<file path="src/rtl/spq_pkg.sv">
// ============================================================================
// spq_pkg
// Shared types and constants for the sorted priority queue: field widths,
// operation codes, status codes and the command that every cell sees.
// ============================================================================
package spq_pkg;

    localparam int DEFAULT_CAPACITY = 64;
    localparam int DATA_W           = 32;
    localparam int OCC_W            = 7;
    localparam int STATUS_W         = 2;

    localparam logic OP_INSERT = 1'b0;
    localparam logic OP_REMOVE = 1'b1;

    typedef enum logic [STATUS_W-1:0] {
        STATUS_OK    = 2'd0,
        STATUS_EMPTY = 2'd1,
        STATUS_FULL  = 2'd2
    } spq_status_t;

    // Broadcast to every cell of the chain in the cycle a word is accepted.
    typedef struct packed {
        logic                     shift_in;
        logic                     shift_out;
        logic signed [DATA_W-1:0] new_value;
    } spq_cmd_t;

endpackage

</file>
<file path="src/rtl/spq_cell.sv">
// ============================================================================
// spq_cell
// One storage cell of the sorted chain. Holds one entry, compares it with
// the value being inserted and takes its own, its left or its right
// neighbor's value as the command requires.
// ============================================================================
module spq_cell
    import spq_pkg::*;
#(
    parameter int IDX   = 0,
    parameter int CNT_W = 7
) (
    input  logic                     aclk,
    input  spq_cmd_t                 cmd,
    input  logic [CNT_W-1:0]         count,
    input  logic                     left_keep,
    input  logic signed [DATA_W-1:0] left_value,
    input  logic signed [DATA_W-1:0] right_value,
    output logic                     keep,
    output logic signed [DATA_W-1:0] value
);

    logic signed [DATA_W-1:0] value_reg;
    logic signed [DATA_W-1:0] value_next;
    logic                     occupied;

    assign occupied = (count > CNT_W'(IDX));

    // An occupied entry that is greater than or equal to the new value stays
    // in front of it, so equal values keep their arrival order.
    assign keep = occupied && (value_reg >= cmd.new_value);

    always_comb begin
        value_next = value_reg;
        if (cmd.shift_in) begin
            if (!keep) begin
                value_next = left_keep ? cmd.new_value : left_value;
            end
        end else if (cmd.shift_out) begin
            value_next = right_value;
        end
    end

    always_ff @(posedge aclk) begin
        value_reg <= value_next;
    end

    assign value = value_reg;

endmodule

</file>
<file path="config.mk">
export PLATFORM = sky130hd
export DESIGN_NAME = spq_cell
export DESIGN_NICKNAME = d
export VERILOG_FILES = /design/src/rtl/spq_pkg.sv /design/src/rtl/spq_cell.sv
export SDC_FILE = /design/constraint.sdc
export NUM_CORES = 1
export LEC_CHECK = 0
export ABC_AREA = 1
export BUFFER_PORTS_ARGS = -buffer_cell sky130_fd_sc_hd__buf_2
export CORE_ASPECT_RATIO = 1.25
export CORE_MARGIN = 4
export CORE_UTILIZATION = 49
export DETAILED_ROUTE_END_ITERATION = 7
export PLACE_DENSITY = 0.95
export REMOVE_ABC_BUFFERS = 1
export SYNTH_ARGS = -nofsm -noshare
export SYNTH_HDL_FRONTEND = slang
export SYNTH_SLANG_ARGS = --single-unit
export TNS_END_PERCENT = 5
</file>
<file path="constraint.sdc">
create_clock -name aclk -period 5 [get_ports aclk]
set_input_delay 0.75 -clock aclk [delete_from_list [all_inputs] [get_ports aclk]]
set_output_delay 0.75 -clock aclk [all_outputs]
set_load 0.02 [all_outputs]
</file>
; Word-level counts from Yosys, hierarchy flattened
; Index checks and enable logic that the tools add are counted.
[classes]
reduce_logical = 3
eq_ne = 1
order_cmp = 2
mux = 4
[ops]
columns = op, n
row1 = 32-bit two-way mux, 4
row2 = 32-bit greater-or-equal comparator, 1
row3 = "7-bit by 1-bit > comparator with 1-bit output, second input constant", 1
row4 = "2-bit inequality test, second input constant", 1
row5 = 2-bit AND reduction, 1
row6 = 2-bit nonzero test, 1
row7 = 1-bit logical AND, 1
[totals]
inputBits = 107
elab_cells = 11
reg_bits = 32
output_inout_bits = 33

; Depth between registers and ports, before layout
; Gate-level depths: netlist of the first run.
[depth]
ltp_word = 4
ltp_mapped = 18

; Least setup slack after synthesis of the first run
; No wires, ideal clock.
[synth_timing]
path_type = input-to-reg
startpoint = input cmd[31] in the netlist's numbering
endpoint = register value_reg[0], in the netlist value[0], enable pin
setup_time_ps = 390
setup_slack_ps = 2073
cell_stages = 12
arrival_ps = 2537
path_cell_list = inv_1 -> ha_1 -> nand2_1 -> nor2_2 -> nand2_2 -> nor4_4 -> nand2_1 -> nand3_1 -> nand3_1 -> nand2_1 -> nand2_1 -> nand2_1
[synth_between]
elab_chain_cells = 4
[synth_lines]
columns = element, line_no
row1 = from (decl), spq_cell.sv:14  ; input spq_cmd_t cmd,
row2 = 32-bit greater-or-equal comparator, spq_cell.sv:31  ; assign keep = occupied && (value_reg >= cmd.new_value);
row3 = 1-bit logical AND, spq_cell.sv:31
row4 = 2-bit inequality test (no line), -
row5 = 2-bit AND reduction (no line), -
row6 = to (signal assigned), spq_cell.sv:45  ; value_reg <= value_next;
row7 = to (decl), spq_cell.sv:23  ; logic signed [DATA_W-1:0] value_reg;
; Every way passes these cells.
; A chain may end at the register's enable or synchronous reset.

; Final worst setup path of the first run
[layout_timing]
startpoint = input cmd[31] in the netlist's numbering
endpoint = register value_reg[31], in the netlist value[31], enable pin
; The elaborated chain is that of the path after synthesis.

==> results by stage, run 1 <==
Timing:
- The final cycle utilization of the critical path is 59.8%.
- The worst path in the final design needs a cycle of 2.99 ns, including I/O delays and setup.
- The number of max-slew violations in the final report is 0.
- The tightest hold path in the finished design has a slack of 0.758 ns.
- The number of hold violations in the final report was 0.
- Adding up every negative setup slack in the final design gives 0 ns.
- Setup repair after global routing left no endpoint under its margin.
- Timing would allow up to 334 MHz.
- Setup violations remaining at the end of the flow were counted as 0.
- Headroom to the max-slew limit came out at 27.3%.
- For the pin with the worst max-slew slack, the measured transition is 1.09 ns.
- The post-route clock skew is 0.00552 ns.

Drt:
- The sum of routed wire length over all layers is 6900 um.
- The remaining antenna violation count after routing is 0.
- After detailed routing, the number of remaining DRC violations is 0.
- Dividing the detail-routed wire length by the instance count gives 13.2 um.
- Using the TritonRoute via totals, the vias-per-cell ratio works out to 4.97.
- The detailed router finished its first iteration with 88 violations.
- The first-pass detailed-route iteration total is 4.
- The via count is 2599.

Min path:
- The startpoint identified for the worst hold timing path is right_value[22].
- The path class of the tightest hold or removal check is in -> reg.
- The path with the worst hold slack has its endpoint at value[22].
- Along the worst hold path, the cell count comes to 3.

GRT:
- Global routing finished with a remaining overflow of 0.
- The number of global-route vias before repair came to 2591.
- Global routing used 21.1% of the available tracks across all layers.
- The first global-routing pass estimated 10700 um of wire.
- The initial antenna violation count is 0.
- The largest net degree at the start of global routing is 35.

Floorplan:
- The die boundary height is 88.2 um.
- The region available for standard cell placement spans 4870 um^2.
- The horizontal extent of the die is 72.1 um.
- The I/O pin count is 140.
- The full die area is 6360 um^2.
- The initial core utilization is 51.7%.
- The row count is 28.

Synth:
- Of all flip-flops after synthesis, the portion carrying an async set or reset was 0%.
- The largest total area in the synthesized netlist belongs to edfxtp_1.
- The netlist area before placement is 2520 um^2.
- The synthesized design contains 32 register bits.
- The count of mapped cells out of synthesis is 327.
- The most instantiated library cell after synthesis is nand2_1.
- The number of enable flip-flop cells after synthesis is 32.
- The prevailing post-synth register cell is edfxtp_1.
- Synthesis instantiated 24 different standard cells from the library.
- By count the netlist is led by nand2_1, inv_1, nor2_1.
- Ranked by total cell area, the synthesized netlist is headed by edfxtp_1, ha_1, nand2_1.
- Each instance of the synthesized netlist takes up on average 7.70 um^2.
- After synthesis, flip-flops and latches occupy 38.2% of the total area.
- For this run, the number of Yosys warnings is 0.
- The top-area cell type share of the netlist area is 38.2%.

Layout:
- The end-of-flow core utilization is 68.3%.
- The post-route netlist has 33.9% of its cells at a drive strength greater than 1.
- The number of flip-flops in the largest register is 32.
- The finished cells cover 3330 um^2.
- From synthesis to final layout, the design area changed by 32.1%.
- The antenna cell count is 0.
- The final layout contains 601 nets.

Setup path:
- STA classifies the critical path endpoint as a register.
- The worst register-to-register path has a depth of 12.
- Of all nets on the critical path, the largest fanout is 17.
- The required time at the worst-slack endpoint is 4.96 ns.
- The worst setup path category is in -> reg.
- The critical path launch point type is an input port.
- The register-to-register setup slack is 2.17 ns.
- The destination of the worst register-to-register timing path is value[31].
- Data arrives at the worst endpoint at 2.95 ns.
- In this run the critical register-to-register path is launched from value[31].

Clock network:
- The later-pin clock latency in the skew report is 0.28 ns.
- After clock tree synthesis, the clock-pin slew on the worst setup and hold paths is 0.07 ns.
- The number of clock buffers added by TritonCTS is 5.
- After clock tree synthesis, the flow added hold-fix buffers numbering 0.
- Once the clock tree was built, the setup fixing pass inserted 0 buffers.
- Counting every sink on the clock net gives 32.
- The number of gates resized after cts is 0.
- In this run the number of H-tree levels came out at 2.
- The library cell used as clock root buffer is clkbuf_8.
- The clock tree from TritonCTS is yes.
- The buffer levels on the longest clock path is 2.

Job:
- The max-cap violation count is 0.

Power and ir drop:
- For this design the total switching power over the nets is 0.305 mW.
- The sequential share of power is 42.1%.
- The peak supply drop is 174 uV.
- For this design the static power due to leakage is 1.77 nW.
- Of the total power, the share spent switching nets is 35.1%.
- The power density over the cells is 261 nW/um^2.
- Of the total power, combinational logic draws 36.0%.
- The internal portion of the total power is 0.564 mW.
- The share of total power dissipated in the clock network is 21.9%.

Place:
- Once placement finished, the instance area stood at 3250 um^2.
- Buffers placed on the I/O ports in this run total 139.
- Routability-driven placement finished with a final weighted congestion of 0.786.
- Detailed placement finished with a half-perimeter wire length of 5420 um.

Status:
- The run finished with clean final reports.
-- logic make-up after synthesis --
family | count (synthesis) | share of synthesized area, %
AND/OR/NAND/NOR | 124 | 20.4
AO/OA/AOI/OAI | 83 | 17.0
buffers and inverters | 56 | 8.54
adder cells (fa/ha/maj) | 32 | 15.9
flip-flops | 32 | 38.2
-- layer usage --
layer / wire length, um / up-vias / global-route usage, %
met2: 3630 / 92 / 41.7
met1: 2750 / 1149 / 22.7
met5: 0 / - / 0
met3: 500 / 2 / 4.59
met4: 23 / 0 / 4.27
li1: - / 1356 / -
-- placed cells by master (no fill, tap or decap), types with 2 or more instances in the layout --
cell and n:
nor2_2 2, nand2_1 69, nand4_1 2, buf_2 139, ha_1 32, nand2_2 4, nor2_1 39, inv_1 41
edfxtp_1 32, nand3_1 4, inv_2 3, clkbuf_1 2, o21ai_0 37, a21oi_1 13, o21ai_1 29, clkbuf_8 5
-- power groups by stage --
| stage | registers, mW | clock network, mW | logic, mW |
|---|---|---|---|
| 4_1_cts | 0.366 | 0.194 | 0.316 |
| 3_3_place_gp | 0.368 | 0 | 0.303 |
| 2_1_floorplan | 0.415 | 0 | 0.143 |
| 3_5_place_dp | 0.371 | 0 | 0.315 |
| 5_1_grt | 0.369 | 0.205 | 0.353 |
| 6_report | 0.366 | 0.190 | 0.313 |
-- worst max-delay path: stages --
cell and delay (ns):
buf_2 0.09, inv_1 0.04, ha_1 0.32, nand2_1 0.10
nor2_2 0.15, nand2_2 0.09, nor4_4 0.14, nand2_1 0.11
nand3_1 0.09, nand3_1 0.08, nand2_1 0.07, nand2_1 0.05
nand2_1 0.50, buf_4 0.38
-- worst max-delay path by stage --
stage	from	end	slack, ns	cells after the start
3_3_place_gp	cmd[31]	value[30]	1.83	14
3_5_place_dp	cmd[31]	value[19]	1.69	14
4_1_cts	cmd[31]	value[10]	1.98	14
6_report	cmd[31]	value[31]	2.01	14
2_1_floorplan	cmd[31]	value[0]	2.07	12
5_1_grt	cmd[31]	value[9]	1.78	14
-- layout make-up --
| class | count | area (um^2) |
|---|---|---|
| Clock buffer | 7 | 76.3 |
| Clock inverter | 1 | 3.75 |
| Fill cell | 382 | 1540 |
| Inverter | 44 | 165 |
| Multi-Input combinational cell | 239 | 1340 |
| Sequential cell | 32 | 961 |
| Tap cell | 60 | 75.1 |
| Timing Repair Buffer | 140 | 703 |
-- per-stage QoR --
step	setup slack [ns]	cells	power (mW)
6_report	2.01	523	0.868
5_1_grt	1.78	523	0.927
4_1_cts	1.98	523	0.877
3_5_place_dp	1.69	515	0.686
3_3_place_gp	1.83	515	0.671
2_1_floorplan	2.07	315	0.558
Power figures use the tool's default switching activity.
==> inputs of run 2 (changes only) <==
--- a/config.mk
+++ b/config.mk
@@ -9,9 +9,9 @@
 export BUFFER_PORTS_ARGS = -buffer_cell sky130_fd_sc_hd__buf_2
 export CORE_ASPECT_RATIO = 1.25
 export CORE_MARGIN = 4
-export CORE_UTILIZATION = 49
+export CORE_UTILIZATION = 41
 export DETAILED_ROUTE_END_ITERATION = 7
-export PLACE_DENSITY = 0.95
+export PLACE_DENSITY = 0.87
 export REMOVE_ABC_BUFFERS = 1
 export SYNTH_ARGS = -nofsm -noshare
 export SYNTH_HDL_FRONTEND = slang
==> constraint.sdc (replaced) <==
create_clock -name aclk -period 2.6 [get_ports aclk]
set_input_delay 0.39 -clock aclk [delete_from_list [all_inputs] [get_ports aclk]]
set_output_delay 0.39 -clock aclk [all_outputs]
set_load 0.02 [all_outputs]
==> run 2 against run 1 <==
  * Final area is 3.1% higher
  * Sequential share of layout area fell by 0.87 points
  * First-iteration DRC count up 6.8%
  * Combinational power grew 100%
  * Global-route usage down 0.94 points
  * Register-to-register slack worse by 1.9 ns
  * Cell count up 5.0%
  * Hold slack got worse by 0.36 ns
  * Clock skew is 0.0040 ns higher
  * Largest power group unchanged
==> results by stage, run 2 (synthesis results as in run 1) <==
Timing:
- The final period demand of the worst path is 2.47 ns.
- The number of hold violations in the final report is 0 (unchanged).
- The final critical-path setup slack is 0.129 ns (-1.88 ns).
- The maximum clock rate is 405 MHz.
- The worst-margin pin slew was 0.622 ns (-0.466 ns).
- The number of max-slew violations in the final report came to 0 (unchanged).
- The normalized max-slew margin is 58.5% (+31 points).
- The setup TNS is 0 ns (unchanged).
- The final cycle utilization of the critical path is 95.0%.
- The count of endpoints failing setup in the final report was 0 (unchanged).
- The post-route clock skew is 0.00954 ns (+0.00403 ns).

Drt:
- The remaining antenna violation count after routing came to 0 (unchanged).
- The via count is 2714 (+4.4%).
- The routed length per instance is 13.8 um (+4.7%).
- The number of DRC markers in iteration 0 is 94 (+6.8%).
- The first-pass detailed-route iteration total is 4 (unchanged).
- The per-cell via count in the routed design is 4.94 (-0.52%).
- The remaining design rule violation count is 0 (unchanged).
- The sum of routed wire length over all layers is 7590 um (+9.9%).

GRT:
- The largest net degree at the start of global routing is 34 (-2.9%).
- The first-pass GRT wire length was 11900 um (+11%).
- The initial antenna violation count is 0 (unchanged).
- The aggregate global routing overflow is 0 (unchanged).
- The overall track demand over capacity in global routing is 20.2% (-0.94 points).
- The number of global-route vias before repair is 2745 (+5.9%).

Setup path:
- The maximum fanout along the worst path came to 4 (-13).
- The delay of the slowest critical-path stage is 0.44 ns (-0.06 ns).
- The critical path endpoint category is a primary output.
- The worst-case reg-to-reg path depth is 12 (unchanged).
- For this design, the slowest cell found on the critical path is edfxtp_1.
- The required time at the worst-slack endpoint is 2.21 ns (-2.75 ns).
- The data arrival time of the worst path is 2.08 ns (-0.87 ns).
- The critical path goes through ha_4 -> nand2_1 -> nor2_2 -> nand2_2 -> nor4_4 -> nand2_1 -> nand2_1 -> nand2_1 -> nand3_1 -> nand2_1 -> inv_1 -> buf_4.
- The worst setup path category is reg -> out.
- The critical path launch point type is a register.
- Among the stages of the critical path, the cell type that occurs most often is nand2_1.

Clock network:
- The clock transition at the register clock pins on the worst setup and hold paths after CTS was 0.07 ns (about the same).
- The root buffer cell chosen for the clock tree is clkbuf_8.
- TritonCTS built the clock tree.
- The number of buffers added for setup after CTS came to 0 (unchanged).
- The buffer levels on the longest clock path is 2 (unchanged).
- The number of clock sinks is 32 (unchanged).
- The number of levels in the clock H-tree was 2 (unchanged).
- The number of CTS-inserted buffers is 5 (unchanged).
- The later-pin clock latency in the skew report is 0.28 ns (about the same).

Floorplan:
- The area of the core is 5900 um^2 (+21%).
- The I/O pin count is 140 (unchanged).
- The die boundary height came to 95.6 um (+8.5%).
- The horizontal extent of the die is 78.1 um (+8.3%).
- The initial core utilization is 42.7% (-9.0 points).
- The row count is 31 (+11%).
- The full die area came to 7470 um^2 (+17%).

Place:
- The pre-CTS worst setup slack is 0.156 ns (-1.54 ns).
- The HPWL after detailed placement is 6080 um (+12%).
- The number of port buffers came to 139 (unchanged).
- The placer congestion estimate came to 0.785 (-0.17%).

Power and ir drop:
- The standby leakage power was 1.80 nW (+1.4%).
- The final total power is 1.71 mW (+97%).
- The power density over the cells is 498 nW/um^2 (+91%).
- The peak supply drop is 289 uV (+66%).

Min path:
- The worst hold path stage count was 3 (unchanged).
- The tightest min-delay check is of the in -> reg type.

Status:
- The run finished with clean final reports.

Layout:
- The area growth from synthesis to layout is 36.2%.
- The number of fillers in the final layout is 566 (+48%).
- The post-layout net count is 605 (+0.67%).
- Leaving out fill and tap cells, the most frequent cell in the layout is buf_2.
- The antenna cell count is 0 (unchanged).
- The proportion of layout cells with a drive suffix above 1 is 35.3% (+1.4 points).
- The number of flip-flops in the largest register is 32 (unchanged).
- The library cells used most frequently in the layout, excluding fill and tap cells, are buf_2, nand2_1, inv_1.

Job:
- The max-cap violation count is 0 (unchanged).
[run 2: changes by cell type in the layout (fill, tap and decap cells not counted), sizes merged]
cell / delta
buf: +4
[run 2: layout make-up]
class	count	area (um^2)	area share [%]
Multi-Input combinational cell	239	1370	40.0
Sequential cell	32	961	28.0
Timing Repair Buffer	144	748	21.8
Inverter	44	165	4.81
Tap cell	82	103	2.99
Clock buffer	7	76.3	2.22
Clock inverter	1	3.75	0.109
[run 2: worst paths after layout]
kind,slack [ns],start,end
setup reg to reg,0.30,value[31],value[6]
setup / recovery,0.13,value[31],keep
hold reg to reg,1.30,value[31],value[14]
hold / removal,0.40,right_value[16],value[16]
[run 2: power by group]
group / total, mW / internal [mW] / switching (mW)
Combinational: 0.640 / 0.255 / 0.384
Clock: 0.364 / 0.186 / 0.177
Sequential: 0.706 / 0.664 / 0.0416
[run 2: layer usage]
| metal | wire [um] | track usage (%) | up-vias |
|---|---|---|---|
| met5 | 0 | 0 | - |
| met4 | 164 | 7.43 | 0 |
| met1 | 2850 | 21.0 | 1233 |
| met2 | 4110 | 40.4 | 100 |
| li1 | - | - | 1365 |
| met3 | 462 | 3.12 | 16 |
[run 2: through the flow]
step / cell area, um^2 / utilization, % / hold WS (ns) / instances
2_1_floorplan: 2470 / - / 0.581 / 315
3_3_place_gp: 3320 / 56.3 / 0.677 / 541
3_5_place_dp: 3320 / 56.3 / 0.678 / 541
4_1_cts: 3400 / 57.6 / 0.385 / 549
5_1_grt: 3430 / 58.2 / 0.384 / 549
6_report: 3430 / 58.2 / 0.396 / 549
[run 2: worst max-delay path, delay by kind of cell (launching register included)]
| kind | cells | cell delay, ns |
|---|---|---|
| AND/OR/NAND/NOR | 9 | 0.85 |
| flip-flops | 1 | 0.44 |
| adder cells (fa/ha/maj) | 1 | 0.32 |
| buffers and inverters | 2 | 0.19 |
[run 2: repair_timing]
item                       CTS  global route
gates resized for setup      0             5
setup endpoints to repair    0             1
hold buffers                 0             0
==> inputs of run 3 (changes only) <==
--- a/config.mk
+++ b/config.mk
@@ -5,7 +5,6 @@
 export SDC_FILE = /design/constraint.sdc
 export NUM_CORES = 1
 export LEC_CHECK = 0
-export ABC_AREA = 1
 export BUFFER_PORTS_ARGS = -buffer_cell sky130_fd_sc_hd__buf_2
 export CORE_ASPECT_RATIO = 1.25
 export CORE_MARGIN = 4
==> run 3 against run 2 <==
  * The flow now finishes with violations (setup timing)
  * Clock skew fell by 0.0060 ns
  * Register-to-register slack worse by 0.22 ns
  * First-iteration DRC count decreased by 23%
  * Setup slack worse by 0.20 ns
  * Sequential power shrank 3%
  * Via count shrank 9.8%
  * Non-clock buffer count rose by 6
  * Fmax is 7.4% lower
  * Area after synthesis is 0.15% higher
  * Critical path depth decreased by 4
  * Critical path type unchanged
  * Largest cell class unchanged
  * Largest power group unchanged
  * Highest routed layer unchanged
==> results by stage, run 3 <==
Status:
- The run finished, with violations left.
- The final reports fail on setup timing.

Power and ir drop:
- The standby leakage power is 1.81 nW (+0.69%).
- The peak supply drop is 234 uV (-19%).
- The final total power is 1.67 mW (-2.5%).
- The power density over the cells is 471 nW/um^2 (-5.5%).

Setup path:
- The maximum fanout along the worst path was 3 (-1).
- The launching element of the worst setup path is value[12].
- The worst setup path is launched from a register.
- The slowest cell on the critical path is edfxtp_1.
- The delay of the slowest critical-path stage is 0.40 ns (-0.04 ns).
- STA classifies the critical path endpoint as a primary output.
- The number of buffers and inverters on the critical path is 1 (-1).
- The startpoint identified for the worst register-to-register timing path is value[12].
- The required time at the worst-slack endpoint was 2.21 ns (about the same).
- By startpoint and endpoint, the worst setup path is classified as reg -> out.
- On the critical path the largest part of the delay comes from compound AO/OA/AOI/OAI gates.
- The data arrival time of the worst path is 2.28 ns (+0.20 ns).
- The critical path goes through ha_1 -> and4_4 -> a211oi_2 -> o21ai_1 -> o31ai_2 -> nor3b_2 -> nor3_1 -> buf_4.

Floorplan:
- The die boundary height was 95.7 um (about the same).
- The row count came to 31 (unchanged).
- The area of the core came to 5900 um^2 (unchanged).
- The initial core utilization was 42.8% (+0.064 points).
- The I/O pin count is 140 (unchanged).
- The full die area is 7480 um^2 (+0.13%).
- The horizontal extent of the die is 78.2 um (about the same).

Layout:
- The final standard cell area without fillers is 3540 um^2 (+3.2%).
- The antenna cell count is 0 (unchanged).
- The post-layout net count was 544 (-10%).
- The combined area of the multi-input logic cells is 1470 um^2 (+6.6%).
- The library cells used most frequently in the layout, excluding fill and tap cells, are buf_2, a21oi_1, nor2_1.
- The library cell used most frequently in the layout, excluding fill and tap cells, is buf_2.
- The proportion of layout cells with a drive suffix above 1 is 42.6% (+7.3 points).
- The area used by sequential logic in the layout is 961 um^2 (unchanged).
- The end-of-flow core utilization is 60.1% (+1.9 points).
- The area growth from synthesis to layout is 40.4%.
- The filler-free cell count of the finished design was 488 (-11%).
- The number of flip-flops in the largest register is 32 (unchanged).
- The number of fillers in the final layout is 531 (-6.2%).

GRT:
- The first-pass GRT wire length was 10800 um (-9.2%).
- The number of global-route vias before repair is 2571 (-6.3%).
- The largest net degree at the start of global routing came to 66 (+94%).
- The initial antenna violation count is 0 (unchanged).
- The aggregate global routing overflow came to 0 (unchanged).
- The overall track demand over capacity in global routing is 18.3% (-1.9 points).

Synth:
- Sorting the synthesized cells by area gives the leading types as edfxtp_1, ha_1, mux2i_1.
- The number of register bits inferred by synthesis is 32 (unchanged).
- The top-area cell type share of the netlist area is 38.1% (-0.057 points).
- The synthesized area per cell is 9.74 um^2 (+26%).
- The cell accounting for the most synthesized area is edfxtp_1.
- The number of enable flip-flop cells after synthesis was 32 (unchanged).
- The unique cell type count in the Yosys netlist is 35 (+46%).
- The sequential share of the synthesized area is 38.1% (-0.057 points).
- The count of mapped cells out of synthesis is 259 (-21%).
- The netlist area before placement is 2520 um^2 (+0.15%).
- The warning count from the yosys run is 0 (unchanged).
- The share of flip-flops with an asynchronous set or reset after synthesis was 0% (unchanged).
- Ranked by instance count, the synthesized netlist is headed by a21oi_1, nor2_1.
- In the synthesized netlist the dominant register cell turns out to be edfxtp_1.
- The most instantiated library cell after synthesis is a21oi_1.

Drt:
- The met1 wire length is 2530 um (-11%).
- The routed length per instance is 14.4 um (+4.2%).
- The remaining design rule violation count is 0 (unchanged).
- The first-pass detailed-route iteration total is 5 (+1).
- The via count is 2449 (-9.8%).
- The top layer reached by signal wires is met4.
- The remaining antenna violation count after routing was 0 (unchanged).
- The sum of routed wire length over all layers is 7020 um (-7.4%).
- The amount of wire on met3 after detailed routing is 506 um (+9.5%).
- The total met2 wirelength after detailed routing was 3870 um (-5.8%).
- The per-cell via count in the routed design came to 5.02 (+1.5%).
- The number of DRC markers in iteration 0 is 72 (-23%).

Clock network:
- The buffer levels on the longest clock path is 2 (unchanged).
- The later-pin clock latency in the skew report is 0.28 ns (about the same).
- The number of CTS-inserted buffers was 5 (unchanged).
- The number of levels in the clock H-tree was 2 (unchanged).
- The count of hold-fix buffers inserted at cts came to 0 (unchanged).
- TritonCTS built the clock tree.
- The clock transition at the register clock pins on the worst setup and hold paths after CTS is 0.07 ns (about the same).
- The number of clock sinks was 32 (unchanged).
- Clock tree synthesis selected as its root buffer the cell clkbuf_8.

Timing:
- The post-route clock skew is 0.00356 ns (-0.00598 ns).
- The final period demand of the worst path came to 2.67 ns (+0.196 ns).
- The maximum clock rate was 375 MHz (-7.4%).
- The setup TNS is -0.0676 ns (-0.0676 ns).
- The normalized max-slew margin is 59.6% (+1.1 points).
- The final critical-path setup slack is -0.0676 ns (-0.196 ns).
- The worst-margin pin slew was 0.606 ns (-0.0165 ns).
- The number of hold violations in the final report is 0 (unchanged).
- The number of max-slew violations in the final report is 0 (unchanged).
- The worst hold margin was 0.432 ns (+0.0357 ns).
- The count of endpoints failing setup in the final report came to 1 (+1).
- Setup repair after global routing could not meet its margin everywhere.
- The final cycle utilization of the critical path is 103% (+7.6 points).

Place:
- The instance area after placement is 3330 um^2 (+0.30%).
- The post-placement cell count is 475 (-12%).
- The pre-CTS worst setup slack is -0.0674 ns (-0.223 ns).
- The placer congestion estimate came to 0.784 (-0.11%).
- The number of port buffers is 139 (unchanged).
- The HPWL after detailed placement is 5810 um (-4.3%).

Min path:
- In this run the worst hold path is classified as in -> reg.
- The startpoint identified for the worst hold timing path is right_value[20].

Job:
- The max-cap violation count is 0 (unchanged).
[run 3: cell types whose count changed after synthesis, sizes merged, moves of 8 or more]
cell   change
a21oi     +30
nor2       -8
inv       -12
o21ai     -62
nand2     -66
mux2i     +32
[run 3: worst min-delay path, stage by stage]
cell	delay, ns
buf_2	0.07
nor2_1	0.03
a21oi_1	0.10
[run 3: worst paths after layout]
kind / to / slack (ns) / depth (start not counted)
max: keep / -0.07 / 8
min: value[20] / 0.43 / 3
max reg2reg: value[26] / 0.08 / 9
min reg2reg: value[29] / 1.29 / 4
[run 3: area by class of cell]
type                    count  share of cell area (%)
multi-input cells         184                    41.4
flip-flops and latches     32                    27.1
repair buffers            150                    22.9
inverters                  32                    3.39
well taps                  82                    2.90
clock buffers               5                    1.94
clock inverters             3                   0.389
[run 3: cells by family after synthesis]
family          Yosys count  synth area share (%)
compound gates           59                  13.7
fa+ha+maj                32                  15.9
buf+inv                  43                  7.34
flops                    32                  38.1
mux                      32                  12.7
simple gates             61                  12.3
[run 3: routing by layer]
layer  vias up  GRT usage [%]
li1       1231              -
met1      1110           18.0
met2        94           36.5
met3        14           4.21
met4         0           7.58
met5         -              0
[run 3: timing repair]
item	CTS	global route
gates resized for setup	6	5
setup buffers	3	2
pin swaps	10	8
setup endpoints to repair	1	33
gates cloned	0	0
[run 3: where the power goes]
group | switching [mW] | leakage, nW | internal [mW]
sequential | 0.0356 | 0.308 | 0.651
clock | 0.183 | 0.0453 | 0.182
combinational | 0.337 | 1.45 | 0.279
total | 0.555 | 1.81 | 1.11
